`src/hw/rtl/dfor_pkg.sv`:
```
// shared types and constants for the dictionary frame-of-reference codec
// no dependencies

package dfor_pkg;

	localparam int DICT_DEPTH = 1024;
	localparam int ADDR_W     = $clog2(DICT_DEPTH);
	localparam int CODE_W     = 10;
	localparam int DATA_W     = 32;
	localparam int ENTRY_W    = DATA_W + 1;

	localparam logic [DATA_W-1:0] INT_MAX = 32'h7FFF_FFFF;

	typedef enum logic [2:0] {
		OP_CLEAR  = 3'd0,
		OP_BUILD  = 3'd1,
		OP_ENCODE = 3'd2,
		OP_DECODE = 3'd3,
		OP_LOAD   = 3'd4,
		OP_READ   = 3'd5
	} op_t;

	typedef enum logic [1:0] {
		ST_IDLE,
		ST_EXEC,
		ST_CLEAR
	} state_t;

	typedef struct packed {
		logic capture;
		logic execute;
		logic sweep;
		logic sweep_rst;
	} dp_cmd_t;

	typedef struct packed {
		logic op_clear;
		logic sweep_last;
	} dp_sts_t;

endpackage

```
`src/hw/rtl/dfor_ctrl.sv`:
```
// controller state machine for the codec: accept, execute, clearing sweep
// depends on dfor_pkg

module dfor_ctrl
	import dfor_pkg::*;
(
	input  logic    clk,
	input  logic    arst_n,
	input  logic    start,
	output logic    busy,
	output dp_cmd_t cmd,
	input  dp_sts_t sts
);

	state_t state_q, state_d;

	always_ff @(posedge clk or negedge arst_n) begin
		if (!arst_n) begin
			state_q <= ST_CLEAR;
		end else begin
			state_q <= state_d;
		end
	end

	always_comb begin
		state_d = state_q;
		cmd     = '0;
		busy    = 1'b1;
		case (state_q)
			ST_IDLE: begin
				busy = 1'b0;
				if (start) begin
					cmd.capture = 1'b1;
					state_d     = ST_EXEC;
				end
			end
			ST_EXEC: begin
				cmd.execute = 1'b1;
				if (sts.op_clear) begin
					cmd.sweep_rst = 1'b1;
					state_d       = ST_CLEAR;
				end else begin
					state_d = ST_IDLE;
				end
			end
			ST_CLEAR: begin
				cmd.sweep = 1'b1;
				if (sts.sweep_last) begin
					state_d = ST_IDLE;
				end
			end
			default: begin
				state_d = ST_IDLE;
			end
		endcase
	end

	a_exec_once: assert property (@(posedge clk) disable iff (!arst_n)
		state_q == ST_EXEC |=> state_q != ST_EXEC)
		else $error("execute state held for more than one cycle");

endmodule

```
`config.mk`:
```
export PLATFORM = sky130hd
export DESIGN_NAME = dfor_ctrl
export DESIGN_NICKNAME = d
export VERILOG_FILES = /design/src/hw/rtl/dfor_pkg.sv /design/src/hw/rtl/dfor_ctrl.sv
export SDC_FILE = /design/constraint.sdc
export NUM_CORES = 1
export LEC_CHECK = 0
export ABC_CLOCK_PERIOD_IN_PS = 1350
export BUFFER_PORTS_ARGS = -buffer_cell sky130_fd_sc_hd__buf_2
export CAP_MARGIN = 10
export CORE_AREA = 5 5 42 44
export DETAILED_ROUTE_END_ITERATION = 8
export DIE_AREA = 0 0 47 49
export GPL_TIMING_DRIVEN = 0
export PLACE_DENSITY = 0.3
export SLEW_MARGIN = 20
export SYNTH_ARGS = -nofsm -noshare
export SYNTH_HDL_FRONTEND = slang
export SYNTH_SLANG_ARGS = --single-unit
```
`constraint.sdc`:
```
create_clock -name clk -period 1.35 [get_ports clk]
set_input_delay 0.405 -clock clk [delete_from_list [all_inputs] [get_ports clk]]
set_output_delay 0.405 -clock clk [all_outputs]
set_load 0.02 [all_outputs]
```
==> out/qor.yml <==
global_routing:
  grt_first_pass_wirelength_um: 634
  grt-ovfl-total: 0
  antenna_found_initial: 0
  grt_max_degree: 5
  grt_pass1_vias: 171
  grtUsageTotal_pct: 4.433
timing:
  finalSetupViolCount: 5
  fmax_mhz: 660.8
  slew_violations: 0
  period_minus_slack_ns: 1.513
  hold_slack_ns: 0.4392
  slew_headroom_pct: 91.99
  worst_slack_ns: -0.1632
  skew_ns: 0.01360
  worst_slew_pin_slew_ns: 0.1202
  hold_violations: 0
  period_share_pct: 112.1
  rsz0062_at_grt: "yes"
clock_tree:
  htree_num_levels: 1
  cts_made_buffers: 3
  clkLatencyLatePin_ns: 0.23
  root_buffer: "clkbuf_4"
  clk_pin_slew_worst_paths_ns: 0.03
  cts_num_sinks: 2
  cts_tree: "done"
  clock_path_buffers: 2
min_path:
  whs_endpoint: "state_q[1]"
  min_from: "sts[0]"
  whs_path_depth: 3
  hold_path_class: "input pin to register"
synth:
  async_flop_share_pct: 100.0
  synthesis.nets: 16
  synth_top_area_cell: "dfstp_2"
  synth_edf_count: 0
  ys_top_cells_by_count: "2 x inv_1, 2 x nor2_1"
  synth_area_per_cell_um2: 9.896
  yosys_warnings: 0
  synth-main-ff-cell: "dfstp_2"
  synth_cells: 11
  ys_seq_elements: 2
  ys_types: 9
  synth_area_leaders: "dfstp_2 24%, dfrtp_1 23%, and2b_2 8.0%"
  synth_top_area_share_pct: 24.14
  ys_seq_area_share_pct: 47.13
  synth_area_um2: 108.9
layout:
  regMostFlops: "state_q"
  area_delta_synth_final_pct: 155.2
  largest_reg_flops: 2
  fin_util_pct: 19.82
  diodes: 0
  largestRegisters: "state_q (2)"
  final_nets: 34
  drive_gt1_share_pct: 75.00
detailed_routing:
  avgViaCountPerCell: 2.977
  vias: 131
  drtIter0Drc: 2
  drt-pass1-iter-count: 2
  wirelength_um: 398
  avgRoutedWirePerCell_um: 9.045
  remaining_drc_errors: 0
  ant_nets: 0
placement:
  dp_slack_ns: 0.05385
  hpwl_um: 247.2
  portBuffers: 9
  place.gp.congestion: 0.6569
job:
  drv_cap: 0
critical_path:
  reg2reg_depth: 4
  critPathBufInv: 1
  reg2reg_from: "state_q[1]"
  max_stage_delay_ns: 0.53
  critPathSlowestCell: "dfstp_2"
  path_cells: "and3b_2 > buf_6"
  startpoint_type: "register"
  crit_required_ns: 0.95
  crit_family: "flip-flops"
  cp-end-kind: "output port"
  path_class: "register to output port"
  crit_fanout: 4
  rr_endpoint: "state_q[1]"
  r2r_slack_ns: 0.12
  cp.arrival_ns: 1.11
die:
  rows: 14
  initial_core_util_pct: 7.768
  core_um2: 1401
  die_y_um: 49
  io_pins: 10
  dieArea_um2: 2303
  die_w_um: 47
pwr:
  total_power_mw: 0.3791
  power_density_nw_per_um2: 1365
  leakage_nw: 0.1491
  ir_drop_mv: 0.4315
run_status:
  failed_checks: "setup timing"
  outcome: "finished with violations"
## worst max path at each step
stage	slack, ns	to	cells past startpoint	start
floorplan	0.06	cmd[3]	2	state_q[0]
global placement	0.05	cmd[3]	3	state_q[0]
detailed placement	0.05	cmd[3]	3	state_q[0]
CTS	-0.16	cmd[2]	2	state_q[1]
global route	-0.21	cmd[3]	3	state_q[0]
finish	-0.16	cmd[0]	2	state_q[1]
## layout make-up
cell class | instances | area [µm²]
clock buffers | 4 | 26.28
fillers | 165 | 1124
inverters | 2 | 7.507
multi-input cells | 7 | 63.81
flip-flops and latches | 2 | 51.30
well taps | 16 | 20.02
repair buffers | 13 | 108.9
## worst reg2reg max path, cell delays in order (launching register included)
cell	delay [ns]
dfstp_2	0.53
and3b_2	0.22
buf_4	0.13
buf_4	0.12
a21o_1	0.15
## where the power goes
part	internal [mW]	total, mW	switching [mW]
Clock	0.110	0.150	0.0404
Combinational	0.0830	0.149	0.0660
Sequential	0.0719	0.0796	0.00768
Total	0.265	0.379	0.114
## repair_timing
| item | in CTS | in global routing |
|---|---|---|
| endpoints found under the setup margin | 5 | 5 |
| setup buffers | 2 | 1 |
| hold buffers | 1 | 0 |
| endpoints found under the hold margin | 1 | 0 |
| pin swaps | 1 | 0 |
| resized for setup | 11 | 2 |
## cell families after synthesis
group	Yosys count	synth area share, %
buffers and inverters	2	6.899
AOI/OAI and AO/OA	1	6.899
and+or+nand+nor	6	39.09
DFF	2	47.13
## metal layers
layer	routed length, µm	up-vias	track usage (%)	share of wire (%)
li1	-	66	-	-
met2	203	10	6.109	51
met4	0	0	6.912	0
met3	37	0	1.476	9.3
met1	158	55	3.728	40
met5	0	-	0	0
## placed cells by master (no fill, tap or decap), types with 2 or more instances in the layout
| master | netlist | final |
|---|---|---|
| buf_2 | 0 | 4 |
| buf_4 | 0 | 3 |
| buf_6 | 0 | 5 |
| clkbuf_4 | 0 | 3 |
| inv_1 | 2 | 2 |
## metrics by stage
step	instance area (µm²)	cells	setup TNS [ns]
6_report	277.8	44	-0.6421
5_1_grt	277.8	44	-0.8603
4_1_cts	264.0	43	-0.6797
3_5_place_dp	176.4	36	0
3_3_place_gp	176.4	36	0
2_1_floorplan	111.4	11	0
No activity file was read; power rests on OpenSTA's default activity.
